<file path="src/kac_pkg.sv">
package kac_pkg;

  localparam int NUM_ALARMS  = 4;
  localparam int CMD_W       = 1;
  localparam int BUTTON_W    = 4;
  localparam int DIGIT_W     = 4;
  localparam int LINES_W     = 4;
  localparam int CFG_IDX_W   = 3;
  localparam int CFG_DATA_W  = 11;
  localparam int MOD_W       = 11;
  localparam int HOURS_W     = 5;
  localparam int MINUTES_W   = 6;
  localparam int SECONDS_W   = 6;
  localparam int STEP_W      = 3;
  localparam int EDIT_W      = 7;

  localparam logic [MOD_W-1:0]     ALARM_RESET = MOD_W'(720);
  localparam logic [HOURS_W-1:0]   HOURS_RESET = HOURS_W'(12);

  localparam logic [CMD_W-1:0]     CMD_TICK  = 1'b0;
  localparam logic [CMD_W-1:0]     CMD_PRESS = 1'b1;

  localparam logic [BUTTON_W-1:0]  BTN_MAX_DIGIT = 4'd9;
  localparam logic [BUTTON_W-1:0]  BTN_A = 4'd10;
  localparam logic [BUTTON_W-1:0]  BTN_B = 4'd11;
  localparam logic [BUTTON_W-1:0]  BTN_C = 4'd12;

  localparam logic [DIGIT_W-1:0]   DIGIT_BLANK = 4'd15;

  localparam logic [STEP_W-1:0]    EDIT_IDLE     = 3'd0;
  localparam logic [STEP_W-1:0]    EDIT_H_TENS   = 3'd1;
  localparam logic [STEP_W-1:0]    EDIT_H_UNITS  = 3'd2;
  localparam logic [STEP_W-1:0]    EDIT_M_TENS   = 3'd3;
  localparam logic [STEP_W-1:0]    EDIT_M_UNITS  = 3'd4;

  typedef enum logic [CFG_IDX_W-1:0] {
    REG_ALARM0 = 3'd0,
    REG_ALARM1 = 3'd1,
    REG_ALARM2 = 3'd2,
    REG_ALARM3 = 3'd3,
    REG_ENABLE = 3'd4
  } cfg_reg_e;

  typedef enum logic [1:0] {
    MODE_HHMM = 2'd0,
    MODE_12H  = 2'd1,
    MODE_MMSS = 2'd2
  } show_mode_e;

  typedef struct packed {
    logic [HOURS_W-1:0]   hours;
    logic [MINUTES_W-1:0] minutes;
    logic [SECONDS_W-1:0] seconds;
    logic [STEP_W-1:0]    edit_step;
    show_mode_e           show_mode;
    logic [EDIT_W-1:0]    edit_hours;
    logic [EDIT_W-1:0]    edit_minutes;
    logic [LINES_W-1:0]   ringing;
  } clk_state_t;

  typedef struct packed {
    logic [NUM_ALARMS-1:0][MOD_W-1:0] minute_of_day;
    logic [LINES_W-1:0]               enable;
  } alarm_cfg_t;

  typedef struct packed {
    logic [DIGIT_W-1:0] digit_units;
    logic [DIGIT_W-1:0] digit_tens;
    logic [DIGIT_W-1:0] digit_hundreds;
    logic [DIGIT_W-1:0] digit_thousands;
    logic [LINES_W-1:0] alarm_lines;
  } out_word_t;

  // tens digit of a value below 128, by reciprocal multiply
  function automatic logic [DIGIT_W-1:0] tens_of(input logic [EDIT_W-1:0] v);
    logic [14:0] prod;
    prod = 15'(v) * 15'd205;
    return prod[14:11];
  endfunction

  function automatic logic [DIGIT_W-1:0] units_of(input logic [EDIT_W-1:0] v);
    logic [EDIT_W-1:0] t10;
    t10 = EDIT_W'(tens_of(v)) * EDIT_W'(10);
    return DIGIT_W'(v - t10);
  endfunction

endpackage

</file>
<file path="src/kac_if.sv">
interface kac_in_if import kac_pkg::*; ();
  logic                valid;
  logic                ready;
  logic [CMD_W-1:0]    cmd;
  logic [BUTTON_W-1:0] button;

  modport source (output valid, cmd, button, input ready);
  modport sink   (input valid, cmd, button, output ready);
endinterface

interface kac_out_if import kac_pkg::*; ();
  logic               valid;
  logic               ready;
  logic [DIGIT_W-1:0] digit_units;
  logic [DIGIT_W-1:0] digit_tens;
  logic [DIGIT_W-1:0] digit_hundreds;
  logic [DIGIT_W-1:0] digit_thousands;
  logic [LINES_W-1:0] alarm_lines;

  modport source (output valid, digit_units, digit_tens, digit_hundreds, digit_thousands,
                  alarm_lines, input ready);
  modport sink   (input valid, digit_units, digit_tens, digit_hundreds, digit_thousands,
                  alarm_lines, output ready);
endinterface

interface kac_cfg_if import kac_pkg::*; ();
  logic                  valid;
  logic                  ready;
  logic [CFG_IDX_W-1:0]  index;
  logic [CFG_DATA_W-1:0] data;

  modport source (output valid, index, data, input ready);
  modport sink   (input valid, index, data, output ready);
endinterface

</file>
<file path="src/kac_cfg_regs.sv">
module kac_cfg_regs import kac_pkg::*; (
  input  logic       clk_i,
  input  logic       rst_ni,
  kac_cfg_if.sink    cfg_i,
  output alarm_cfg_t alarm_cfg_o
);

  logic [NUM_ALARMS-1:0][MOD_W-1:0] alarm_q;
  logic [LINES_W-1:0]               enable_q;
  logic                             wr;

  assign cfg_i.ready = 1'b1;
  assign wr          = cfg_i.valid & cfg_i.ready;

  always_ff @(posedge clk_i or negedge rst_ni) begin
    if (!rst_ni) begin
      for (int i = 0; i < NUM_ALARMS; i++) begin
        alarm_q[i] <= ALARM_RESET;
      end
      enable_q <= '0;
    end else if (wr) begin
      for (int i = 0; i < NUM_ALARMS; i++) begin
        if (cfg_i.index == CFG_IDX_W'(i)) begin
          alarm_q[i] <= cfg_i.data;
        end
      end
      if (cfg_reg_e'(cfg_i.index) == REG_ENABLE) begin
        enable_q <= cfg_i.data[LINES_W-1:0];
      end
    end
  end

  assign alarm_cfg_o.minute_of_day = alarm_q;
  assign alarm_cfg_o.enable        = enable_q;

endmodule

</file>
<file path="src/kac_clock_core.sv">
module kac_clock_core import kac_pkg::*; (
  input  logic                clk_i,
  input  logic                rst_ni,
  input  logic                step_i,
  input  logic [CMD_W-1:0]    cmd_i,
  input  logic [BUTTON_W-1:0] button_i,
  input  alarm_cfg_t          alarm_cfg_i,
  output clk_state_t          nxt_o
);

  clk_state_t         st_q, st_d;
  logic               check;
  logic [STEP_W-1:0]  step_inc;
  logic [MOD_W-1:0]   now;

  always_comb begin
    st_d     = st_q;
    check    = 1'b0;
    step_inc = st_q.edit_step + STEP_W'(1);
    now      = '0;
    if (cmd_i == CMD_TICK) begin
      // time advance
      if (st_q.seconds >= SECONDS_W'(59)) begin
        st_d.seconds = '0;
        check        = 1'b1;
        if (st_q.minutes >= MINUTES_W'(59)) begin
          st_d.minutes = '0;
          st_d.hours   = (st_q.hours >= HOURS_W'(23)) ? '0 : st_q.hours + HOURS_W'(1);
        end else begin
          st_d.minutes = st_q.minutes + MINUTES_W'(1);
        end
      end else begin
        st_d.seconds = st_q.seconds + SECONDS_W'(1);
      end
    end else if (button_i == BTN_C) begin
      st_d.ringing = '0;
    end else if (st_q.edit_step == EDIT_IDLE) begin
      if (button_i == BTN_A) begin
        unique case (st_q.show_mode)
          MODE_HHMM: st_d.show_mode = MODE_12H;
          MODE_12H:  st_d.show_mode = MODE_MMSS;
          default:   st_d.show_mode = MODE_HHMM;
        endcase
      end else if (button_i == BTN_B) begin
        st_d.edit_step    = EDIT_H_TENS;
        st_d.edit_hours   = EDIT_W'(st_q.hours);
        st_d.edit_minutes = EDIT_W'(st_q.minutes);
      end
    end else if (button_i == BTN_B) begin
      st_d.edit_step = EDIT_IDLE;
    end else if (button_i <= BTN_MAX_DIGIT) begin
      unique case (st_q.edit_step)
        EDIT_H_TENS:  st_d.edit_hours   = EDIT_W'(button_i) * EDIT_W'(10);
        EDIT_H_UNITS: st_d.edit_hours   = st_q.edit_hours + EDIT_W'(button_i);
        EDIT_M_TENS:  st_d.edit_minutes = EDIT_W'(button_i) * EDIT_W'(10);
        EDIT_M_UNITS: st_d.edit_minutes = st_q.edit_minutes + EDIT_W'(button_i);
        default:      ;
      endcase
      st_d.edit_step = step_inc;
      if (step_inc > EDIT_M_UNITS || step_inc == EDIT_IDLE) begin
        // commit, an out-of-range entry keeps the old time
        if (st_d.edit_hours < EDIT_W'(24) && st_d.edit_minutes < EDIT_W'(60)) begin
          st_d.hours   = st_d.edit_hours[HOURS_W-1:0];
          st_d.minutes = st_d.edit_minutes[MINUTES_W-1:0];
        end
        st_d.edit_step = EDIT_IDLE;
        check          = 1'b1;
      end
    end
    // alarm compare on the updated time
    now = {st_d.hours, 6'b0} - {4'b0, st_d.hours, 2'b0} + MOD_W'(st_d.minutes);
    for (int i = 0; i < NUM_ALARMS; i++) begin
      if (check && alarm_cfg_i.enable[i] && alarm_cfg_i.minute_of_day[i] == now) begin
        st_d.ringing[i] = 1'b1;
      end
    end
  end

  always_ff @(posedge clk_i or negedge rst_ni) begin
    if (!rst_ni) begin
      st_q.hours        <= HOURS_RESET;
      st_q.minutes      <= '0;
      st_q.seconds      <= '0;
      st_q.edit_step    <= EDIT_IDLE;
      st_q.show_mode    <= MODE_HHMM;
      st_q.edit_hours   <= '0;
      st_q.edit_minutes <= '0;
      st_q.ringing      <= '0;
    end else if (step_i) begin
      st_q <= st_d;
    end
  end

  assign nxt_o = st_d;

  a_time_range: assert property (@(posedge clk_i) disable iff (!rst_ni)
    st_q.hours < HOURS_W'(24) && st_q.minutes < MINUTES_W'(60)
    && st_q.seconds < SECONDS_W'(60))
    else $error("time out of range");

  a_step_range: assert property (@(posedge clk_i) disable iff (!rst_ni)
    st_q.edit_step <= EDIT_M_UNITS)
    else $error("edit step out of range");

  a_hold: assert property (@(posedge clk_i) disable iff (!rst_ni)
    !step_i |=> $stable(st_q))
    else $error("state moved without a word");

  a_ring_clear: assert property (@(posedge clk_i) disable iff (!rst_ni)
    (step_i && cmd_i == CMD_TICK) |=> (st_q.ringing & $past(st_q.ringing))
                                      == $past(st_q.ringing))
    else $error("tick cleared an alarm line");

endmodule

</file>
<file path="src/kac_display.sv">
module kac_display import kac_pkg::*; (
  input  clk_state_t st_i,
  output out_word_t  word_o
);

  logic [HOURS_W-1:0]   hour_sel;
  logic [EDIT_W-1:0]    left, right;
  logic [DIGIT_W-1:0]   d0, d1, d2, d3;

  always_comb begin
    hour_sel = st_i.hours;
    left     = '0;
    right    = '0;
    d0       = '0;
    d1       = '0;
    d2       = '0;
    d3       = '0;
    if (st_i.edit_step == EDIT_IDLE) begin
      if (st_i.show_mode == MODE_12H) begin
        if (st_i.hours > HOURS_W'(12)) begin
          hour_sel = st_i.hours - HOURS_W'(12);
        end else if (st_i.hours == '0) begin
          hour_sel = HOURS_W'(12);
        end
      end
      if (st_i.show_mode == MODE_MMSS) begin
        left  = EDIT_W'(st_i.minutes);
        right = EDIT_W'(st_i.seconds);
      end else begin
        left  = EDIT_W'(hour_sel);
        right = EDIT_W'(st_i.minutes);
      end
      d0 = units_of(right);
      d1 = tens_of(right);
      d2 = units_of(left);
      d3 = (left > EDIT_W'(9)) ? tens_of(left) : DIGIT_BLANK;
    end else begin
      d0 = units_of(st_i.edit_minutes);
      d1 = tens_of(st_i.edit_minutes);
      d2 = units_of(st_i.edit_hours);
      d3 = tens_of(st_i.edit_hours);
      // blink the digit under entry on odd seconds
      if (st_i.seconds[0]) begin
        unique case (st_i.edit_step)
          EDIT_H_TENS:  d3 = DIGIT_BLANK;
          EDIT_H_UNITS: d2 = DIGIT_BLANK;
          EDIT_M_TENS:  d1 = DIGIT_BLANK;
          EDIT_M_UNITS: d0 = DIGIT_BLANK;
          default:      ;
        endcase
      end
    end
  end

  assign word_o.digit_units     = d0;
  assign word_o.digit_tens      = d1;
  assign word_o.digit_hundreds  = d2;
  assign word_o.digit_thousands = d3;
  assign word_o.alarm_lines     = st_i.ringing;

endmodule

</file>
<file path="src/keypad_alarm_clock.sv">
// keypad alarm clock, 24-hour time of day with four alarms and a keypad editor
// in_i takes one word per tick or key press: cmd 0 is a one-second tick,
// cmd 1 a button press (0-9 digits, 10 mode, 11 edit/cancel, 12 stop alarms).
// out_o returns exactly one word per input word: four display digits
// (15 is blank) and the alarm lines, in input order.
// cfg_i writes alarm times (index 0-3, minute of day) and the enable mask
// (index 4); write it only while no word is in flight.
// a word accepted into the input register moves into the output register once
// out_o is not stalling; the time update is combinational logic between the two
// registers, so one word per cycle is sustained while out_o does not stall.
// when out_o stalls, the input register holds one more word and in_i drops
// ready; nothing is lost.
// reset: time 12:00:00, HH:MM mode, no edit, lines clear, alarms at 12:00
// and all disabled.
module keypad_alarm_clock import kac_pkg::*; (
  input  logic       clk_i,
  input  logic       rst_ni,
  kac_in_if.sink     in_i,
  kac_out_if.source  out_o,
  kac_cfg_if.sink    cfg_i
);

  logic                in_vld_q;
  logic [CMD_W-1:0]    cmd_q;
  logic [BUTTON_W-1:0] button_q;
  logic                out_vld_q;
  out_word_t           out_q, out_d;
  logic                step;
  alarm_cfg_t          alarm_cfg;
  clk_state_t          nxt;

  assign step       = in_vld_q & (~out_vld_q | out_o.ready);
  assign in_i.ready = ~in_vld_q | step;

  always_ff @(posedge clk_i or negedge rst_ni) begin
    if (!rst_ni) begin
      in_vld_q <= 1'b0;
    end else if (in_i.ready) begin
      in_vld_q <= in_i.valid;
    end
  end

  always_ff @(posedge clk_i) begin
    if (in_i.valid && in_i.ready) begin
      cmd_q    <= in_i.cmd;
      button_q <= in_i.button;
    end
  end

  kac_cfg_regs u_cfg (
    .clk_i       (clk_i),
    .rst_ni      (rst_ni),
    .cfg_i       (cfg_i),
    .alarm_cfg_o (alarm_cfg)
  );

  kac_clock_core u_core (
    .clk_i       (clk_i),
    .rst_ni      (rst_ni),
    .step_i      (step),
    .cmd_i       (cmd_q),
    .button_i    (button_q),
    .alarm_cfg_i (alarm_cfg),
    .nxt_o       (nxt)
  );

  kac_display u_disp (
    .st_i   (nxt),
    .word_o (out_d)
  );

  always_ff @(posedge clk_i or negedge rst_ni) begin
    if (!rst_ni) begin
      out_vld_q <= 1'b0;
    end else if (step) begin
      out_vld_q <= 1'b1;
    end else if (out_o.ready) begin
      out_vld_q <= 1'b0;
    end
  end

  always_ff @(posedge clk_i) begin
    if (step) begin
      out_q <= out_d;
    end
  end

  assign out_o.valid           = out_vld_q;
  assign out_o.digit_units     = out_q.digit_units;
  assign out_o.digit_tens      = out_q.digit_tens;
  assign out_o.digit_hundreds  = out_q.digit_hundreds;
  assign out_o.digit_thousands = out_q.digit_thousands;
  assign out_o.alarm_lines     = out_q.alarm_lines;

endmodule
</file>
<file path="src/flat_wrapper.sv">
// flat-port wrapper written by rule: the top's interface ports become plain ports
module keypad_alarm_clock_flat import kac_pkg::*;
  (clk_i, rst_ni, in_i_valid, in_i_cmd, in_i_button, in_i_ready, out_o_valid, out_o_digit_units, out_o_digit_tens, out_o_digit_hundreds, out_o_digit_thousands, out_o_alarm_lines, out_o_ready, cfg_i_valid, cfg_i_index, cfg_i_data, cfg_i_ready);
  kac_in_if in_i_i ();
  kac_out_if out_o_i ();
  kac_cfg_if cfg_i_i ();
  input  logic clk_i;
  input  logic rst_ni;
  input wire logic [$bits(in_i_i.valid)-1:0] in_i_valid;
  input wire logic [$bits(in_i_i.cmd)-1:0] in_i_cmd;
  input wire logic [$bits(in_i_i.button)-1:0] in_i_button;
  output wire logic [$bits(in_i_i.ready)-1:0] in_i_ready;
  output wire logic [$bits(out_o_i.valid)-1:0] out_o_valid;
  output wire logic [$bits(out_o_i.digit_units)-1:0] out_o_digit_units;
  output wire logic [$bits(out_o_i.digit_tens)-1:0] out_o_digit_tens;
  output wire logic [$bits(out_o_i.digit_hundreds)-1:0] out_o_digit_hundreds;
  output wire logic [$bits(out_o_i.digit_thousands)-1:0] out_o_digit_thousands;
  output wire logic [$bits(out_o_i.alarm_lines)-1:0] out_o_alarm_lines;
  input wire logic [$bits(out_o_i.ready)-1:0] out_o_ready;
  input wire logic [$bits(cfg_i_i.valid)-1:0] cfg_i_valid;
  input wire logic [$bits(cfg_i_i.index)-1:0] cfg_i_index;
  input wire logic [$bits(cfg_i_i.data)-1:0] cfg_i_data;
  output wire logic [$bits(cfg_i_i.ready)-1:0] cfg_i_ready;
  assign in_i_i.valid = in_i_valid;
  assign in_i_i.cmd = in_i_cmd;
  assign in_i_i.button = in_i_button;
  assign in_i_ready = in_i_i.ready;
  assign out_o_valid = out_o_i.valid;
  assign out_o_digit_units = out_o_i.digit_units;
  assign out_o_digit_tens = out_o_i.digit_tens;
  assign out_o_digit_hundreds = out_o_i.digit_hundreds;
  assign out_o_digit_thousands = out_o_i.digit_thousands;
  assign out_o_alarm_lines = out_o_i.alarm_lines;
  assign out_o_i.ready = out_o_ready;
  assign cfg_i_i.valid = cfg_i_valid;
  assign cfg_i_i.index = cfg_i_index;
  assign cfg_i_i.data = cfg_i_data;
  assign cfg_i_ready = cfg_i_i.ready;
  keypad_alarm_clock u_core (.clk_i(clk_i), .rst_ni(rst_ni), .in_i(in_i_i), .out_o(out_o_i), .cfg_i(cfg_i_i));
endmodule
</file>
<file path="config.mk">
export PLATFORM = sky130hd
export DESIGN_NAME = keypad_alarm_clock_flat
export DESIGN_NICKNAME = d
export VERILOG_FILES = /design/src/kac_pkg.sv /design/src/kac_if.sv /design/src/kac_cfg_regs.sv /design/src/kac_clock_core.sv /design/src/kac_display.sv /design/src/keypad_alarm_clock.sv /design/src/flat_wrapper.sv
export SDC_FILE = /design/constraint.sdc
export NUM_CORES = 1
export LEC_CHECK = 0
export BUFFER_PORTS_ARGS = -buffer_cell sky130_fd_sc_hd__buf_2
export CORE_ASPECT_RATIO = 0.9
export CORE_MARGIN = 4
export CORE_UTILIZATION = 55
export CTS_BUF_LIST = sky130_fd_sc_hd__clkbuf_16
export DETAILED_ROUTE_END_ITERATION = 10
export GPL_TIMING_DRIVEN = 0
export PLACE_DENSITY = 0.75
export SYNTH_ARGS = -nofsm -noshare
export SYNTH_HDL_FRONTEND = slang
export SYNTH_SLANG_ARGS = --single-unit
</file>
<file path="constraint.sdc">
create_clock -name clk_i -period 7.2 [get_ports clk_i]
set_input_delay 0.36 -clock clk_i [delete_from_list [all_inputs] [get_ports clk_i]]
set_output_delay 0.36 -clock clk_i [all_outputs]
set_load 0.01 [all_outputs]
</file>
==> metrics.txt, run 1 <==
status finished, violations left; failing checks setup timing; Primary FF master, synth dfrtp_1; FFs w/ async S/R, synth 78.26%; Total Routing Usage GR 25.99%; Max Freq 123.4 MHz; largest area contributor in the netlist ha_1; critical path type flop to flop; DRC Markers 0; Finish-stage setup viols 5; clock transition at the registers of the reported paths 0.07 ns; Slew Viols, Final 0; worst-margin pin slew 1.282 ns; cts bufs inserted 17; worst clock skew 0.01398 ns; Routability Congestion 0.9760; DR pass1 iterations 5; Worst Path Required 7.35 ns; grt total ovfl 0; Die ar. 22420 um^2; post-detail-place hpwl 20950 um; Final Hold Vio Count 0; PortBufs 45; dominant cells by area after synthesis ha_1 19%, dfrtp_1 16%, edfxtp_1 6.8%; max-slew headroom at the worst pin 13.41%; Top Ports 47; Yosys top cell area share 18.92%; Via Count 9171; Syn Nets 1360; CP max stage cell fa_2; critical-path maximum fanout 5; Antenna Cells 0; post-route setup slack -0.9007 ns; fin crit share 112.5%; Clock Latency Late Sink 0.43 ns; area of the mapped netlist 11050 um^2; CP endpoint kind flop; Core Area 19460 um^2; die height 142.4 um; RSZ-0062 raised after global routing yes; synth unique cells 95; HP Class primary input to flop; design area 13320 um^2; Initial Util 56.76%; most frequent cell after synthesis ha_1; Critical Path Source Type flop; Die W 157.4 um; Post-synth EDFFs 25; vias in the first global route 9090; syn_area_per_cell 9.723 um^2; clk sinks 115; post-DR vias/cell 5.963; initial DRC count 683; first-pass GRT wire length 46590 um; largest net degree at the start of global routing 56; site row count 48; Layout Nets 1499; worst stage delay on the critical path 0.52 ns; final wirelength 28940 um; Seq/Total Area, Yosys 27.39%; Area growth, synth to finish 20.58%; Max clock buf depth 2; clock root buffer master clkbuf_16; reg2reg setup slack -0.90 ns; Synth top cells by count 167 x ha_1, 100 x inv_1, 93 x nand2_1; crit path time final 8.101 ns; antenna violations before repair 0; FF+latch count, synth 115; Avg WL per Cell 18.82 um; critical path's most frequent cell ha_4; Ys Warns 0; CTS tree yes; post-synthesis cell count 1136; dpl cell area 11820 um^2; layout cell share with drive strength beyond 1 28.03%; max_cap viols 0; crit path DAT 8.25 ns; CTS HTree Levels 4; Post-DRT Antenna Nets 0
[layout make-up]
type                            count  area, um^2
Multi-Input combinational cell    885        7970
Timing Repair Buffer              121       884.6
Clock inverter                     15       161.4
Tap cell                          250       312.8
Sequential cell                   115        3025
Clock buffer                       17       425.4
Fill cell                        1473        6140
Inverter                          103       399.1
Buffer                             32       140.1
[registers in the layout (all words and copies together), names as in the netlist]
name and cells:
u_core.button_q 4, u_core.cmd_q 1, u_core.in_vld_q 1, u_core.out_o.alarm_lines 4, u_core.out_o.digit_hundreds 4, u_core.out_o.digit_tens 4, u_core.out_o.digit_thousands 4, u_core.out_o.digit_units 4
u_core.out_o.valid 1, u_core.u_cfg.alarm_cfg_o 44, u_core.u_cfg.enable_q 4, u_core.u_core.st_q 40
[layout by cell type, fill, tap and decap left out, drive strengths merged, types with 9 or more instances in the layout]
cell / instances
o21a: 10
edfxtp: 25
dfstp: 18
xor2: 41
o31ai: 10
nand2: 94
o21ai: 61
o22ai: 13
a22oi: 9
a21oi: 49
nand3: 20
clkbuf: 40
inv: 110
a211oi: 11
mux2: 66
a31oi: 12
nand2b: 16
dfrtp: 72
ha: 167
xnor2: 42
buf: 129
nor3: 20
fa: 33
nor2: 68
nor2b: 9
[critical path: cells and delay by family (launching register included)]
kind / cells / cell delay [ns]
and+or+nand+nor: 6 / 1.20
AOI/OAI and AO/OA: 11 / 1.93
DFF: 1 / 0.48
muxes: 1 / 0.14
xor gates and xnor gates: 5 / 0.93
adders and majority gates: 8 / 2.28
buffers and inverters: 8 / 0.87
[path summary, 6_finish.rpt]
check | depth (start not counted) | to | from
min in group asynchronous | 2 | u_core.in_vld_q$_DFFE_PN0N_ | rst_ni
worst max register to register | 39 | u_core.out_o.digit_hundreds[3]$_DFFE_PP_ | u_core.button_q[0]$_DFFE_PP_
max in group asynchronous | 3 | u_core.u_cfg.alarm_cfg_o[41]$_DFFE_PN1P_ | rst_ni
worst min-delay path | 1 | u_core.button_q[3]$_DFFE_PP_ | in_i_button[3]
worst min register to register | 1 | u_core.out_o.valid$_DFFE_PN0P_ | u_core.in_vld_q$_DFFE_PN0N_
worst max-delay path | 39 | u_core.out_o.digit_hundreds[3]$_DFFE_PP_ | u_core.button_q[0]$_DFFE_PP_
[kinds of logic after synthesis]
kind of cell	count (synthesis)	share of synthesized area, %
and+or+nand+nor	282	12.47
AOI/OAI and AO/OA	246	15.97
adders and majority gates	200	24.90
buffers and inverters	136	4.791
DFF	115	27.39
xor gates and xnor gates	84	7.057
muxes	72	7.386
other	1	0.03395
[per-stage QoR]
| step | setup WS (ns) | hold WS, ns | utilization [%] | instances | setup TNS (ns) |
|---|---|---|---|---|---|
| 5_1_grt | -1.155 | 0.1017 | 68.45 | 1538 | -3.406 |
| 3_5_place_dp | -1.484 | 0.3564 | 60.74 | 1432 | -8.320 |
| 4_1_cts | -0.7988 | 0.1028 | 66.94 | 1515 | -1.143 |
| 3_3_place_gp | -1.404 | 0.4911 | 60.58 | 1431 | -8.420 |
| 6_report | -0.9007 | 0.1102 | 68.45 | 1538 | -1.905 |
| 2_1_floorplan | -0.3641 | 0.06441 | - | 1136 | -0.3720 |
[repair_timing]
action	CTS	global route
gates resized for setup	48	28
hold endpoints to repair	22	0
pin swaps	51	48
hold buffers	1	0
endpoints found under the setup margin	14	10
setup buffers	50	25
[layer usage]
metal  wire length (um)  part of all wire, %  track usage (%)
met5                  0                    0                0
met3               1530                  5.3            4.013
met2              13810                   48            43.31
met1              12850                   44            35.43
met4                743                  2.6            7.107
Power of run 1 is left out: the tool's default activity adds up to more than one toggle a clock period on the data nets, which glitch-free logic cannot reach.
==> run 2: changes to the inputs <==
--- a/config.mk
+++ b/config.mk
@@ -8,11 +8,10 @@
 export BUFFER_PORTS_ARGS = -buffer_cell sky130_fd_sc_hd__buf_2
 export CORE_ASPECT_RATIO = 0.9
 export CORE_MARGIN = 4
-export CORE_UTILIZATION = 55
+export CORE_UTILIZATION = 41
 export CTS_BUF_LIST = sky130_fd_sc_hd__clkbuf_16
 export DETAILED_ROUTE_END_ITERATION = 10
 export GPL_TIMING_DRIVEN = 0
-export PLACE_DENSITY = 0.75
 export SYNTH_ARGS = -nofsm -noshare
 export SYNTH_HDL_FRONTEND = slang
 export SYNTH_SLANG_ARGS = --single-unit
==> run 2 against run 1 <==
Clock skew is 0.0032 ns lower. Highest routed layer unchanged. Sequential share of layout area fell by 0.38 points. Global-route usage shrank 6.5 points. The run still ends with setup timing left. Flip-flop and latch count unchanged.
==> metrics.txt, run 2 (synthesis gave the netlist of run 1 again) <==
status finished, violations left; failing checks setup timing; Avg WL per Cell 17.67 um; clk sinks 115; layout cell share with drive strength beyond 1 28.99%; vias in the first global route 8838; most common cell after layout, fill and taps aside ha_1; Top Ports 47; Worst Path Required 7.36 ns; Total Routing Usage GR 19.54%; post-route setup slack -0.8615 ns; cts bufs inserted 17; final wirelength 28960 um; Placement Setup Slack -1.495 ns; Max clock buf depth 2; Die W 181.0 um; clock transition at the registers of the reported paths 0.06 ns; Core Area 26280 um^2; Max Freq 124.0 MHz; fin crit share 112.0%; Final Hold Vio Count 0; worst clock skew 0.01077 ns; worst stage delay on the critical path 0.49 ns; Via Count 9003; Final Util 51.55%; die height 163.7 um; Critical Path Source Type flop; critical path type flop to flop; crit path time final 8.061 ns; DRC Markers 0; max-slew headroom at the worst pin 11.52%; RSZ-0062 raised after global routing yes; max FFs per register 44; Area growth, synth to finish 22.62%; max_cap viols 0; DR pass1 iterations 5; Finish-stage setup viols 5; Slew Viols, Final 0; setup TNS -1.631 ns; Routability Congestion 0.9156; post-detail-place hpwl 21510 um; initial DRC count 577; first-pass GRT wire length 46790 um; Clock Latency Late Sink 0.43 ns; CP max stage cell fa_1; PortBufs 45; worst hold slack 0.1161 ns; largest net degree at the start of global routing 58; site row count 56; antenna violations before repair 0; CTS tree yes; CP endpoint kind flop; post-DR vias/cell 5.493; Layout Nets 1501; HP Class primary input to flop; clock root buffer master clkbuf_16; grt total ovfl 0; critical path's most frequent cell ha_4; Initial Util 42.04%; worst-margin pin slew 1.310 ns; critical-path maximum fanout 5; crit path DAT 8.22 ns; Post-DRT Antenna Nets 0; Die ar. 29630 um^2; CTS HTree Levels 4; most frequent cells in the layout 145 x ha_1, 92 x inv_1, 90 x nand2_1, 72 x dfrtp_1
[run 2: cell count changes in the layout (fill, tap and decap cells not counted), sizes merged]
cell,before,now
bufinv,0,1
buf,129,131
diode,0,1
inv,110,109
clkinvlp,2,1
clkbuf,40,41
[run 2: worst max-delay path, delay by kind of cell, from the launching register on]
family,cells,cell delay [ns]
AO/OA/AOI/OAI,11,1.81
XOR/XNOR,4,0.74
adder cells (fa/ha/maj),10,3.03
buffers and inverters,8,0.85
flip-flops,1,0.41
AND/OR/NAND/NOR,6,0.94
[run 2: worst paths after layout]
path,from,end,slack [ns],cells past startpoint
worst max-delay path,u_core.button_q[0]$_DFFE_PP_,u_core.out_o.digit_hundreds[3]$_DFFE_PP_,-0.86,39
worst min-delay path,in_i_button[2],u_core.button_q[2]$_DFFE_PP_,0.12,1
worst max register to register,u_core.button_q[0]$_DFFE_PP_,u_core.out_o.digit_hundreds[3]$_DFFE_PP_,-0.86,39
worst min register to register,u_core.in_vld_q$_DFFE_PN0N_,u_core.out_o.valid$_DFFE_PN0P_,0.50,1
max in group asynchronous,rst_ni,u_core.u_core.st_q[38]$_DFFE_PN1P_,6.08,3
min in group asynchronous,rst_ni,u_core.u_cfg.alarm_cfg_o[27]$_DFFE_PN0P_,0.44,2
[run 2: layout make-up]
class / count / area (um^2)
clock buffers: 18 / 450.4
inverters: 103 / 396.6
fillers: 2426 / 12730
clock inverters: 14 / 112.6
plain buffers: 33 / 151.4
flip-flops and latches: 115 / 3025
well taps: 348 / 435.4
repair buffers: 122 / 873.3
diodes: 1 / 2.502
multi-input cells: 885 / 8097
[run 2: through the flow]
stage	instance area, um^2	std cells
2_1_floorplan	11250	1136
3_3_place_gp	11910	1529
3_5_place_dp	11940	1530
4_1_cts	13130	1618
5_1_grt	13540	1638
6_report	13540	1639
[run 2: layer usage]
| layer | GRT usage [%] | wire [um] | vias up |
|---|---|---|---|
| met5 | 0 | 0 | - |
| met4 | 4.673 | 531 | 0 |
| met3 | 3.322 | 1318 | 39 |
| met2 | 32.49 | 13640 | 218 |
| met1 | 26.86 | 13470 | 4374 |
| li1 | - | - | 4372 |
[run 2: timing repair]
item                       in CTS  in global routing
setup endpoints to repair      14                 12
hold endpoints to repair       24                  0
gates resized for setup        53                 52
hold buffers                    1                  0
setup buffers                  55                 22
pin swaps                      49                 55
cloned                          0                  0
Power of run 2 is left out for the same reason.
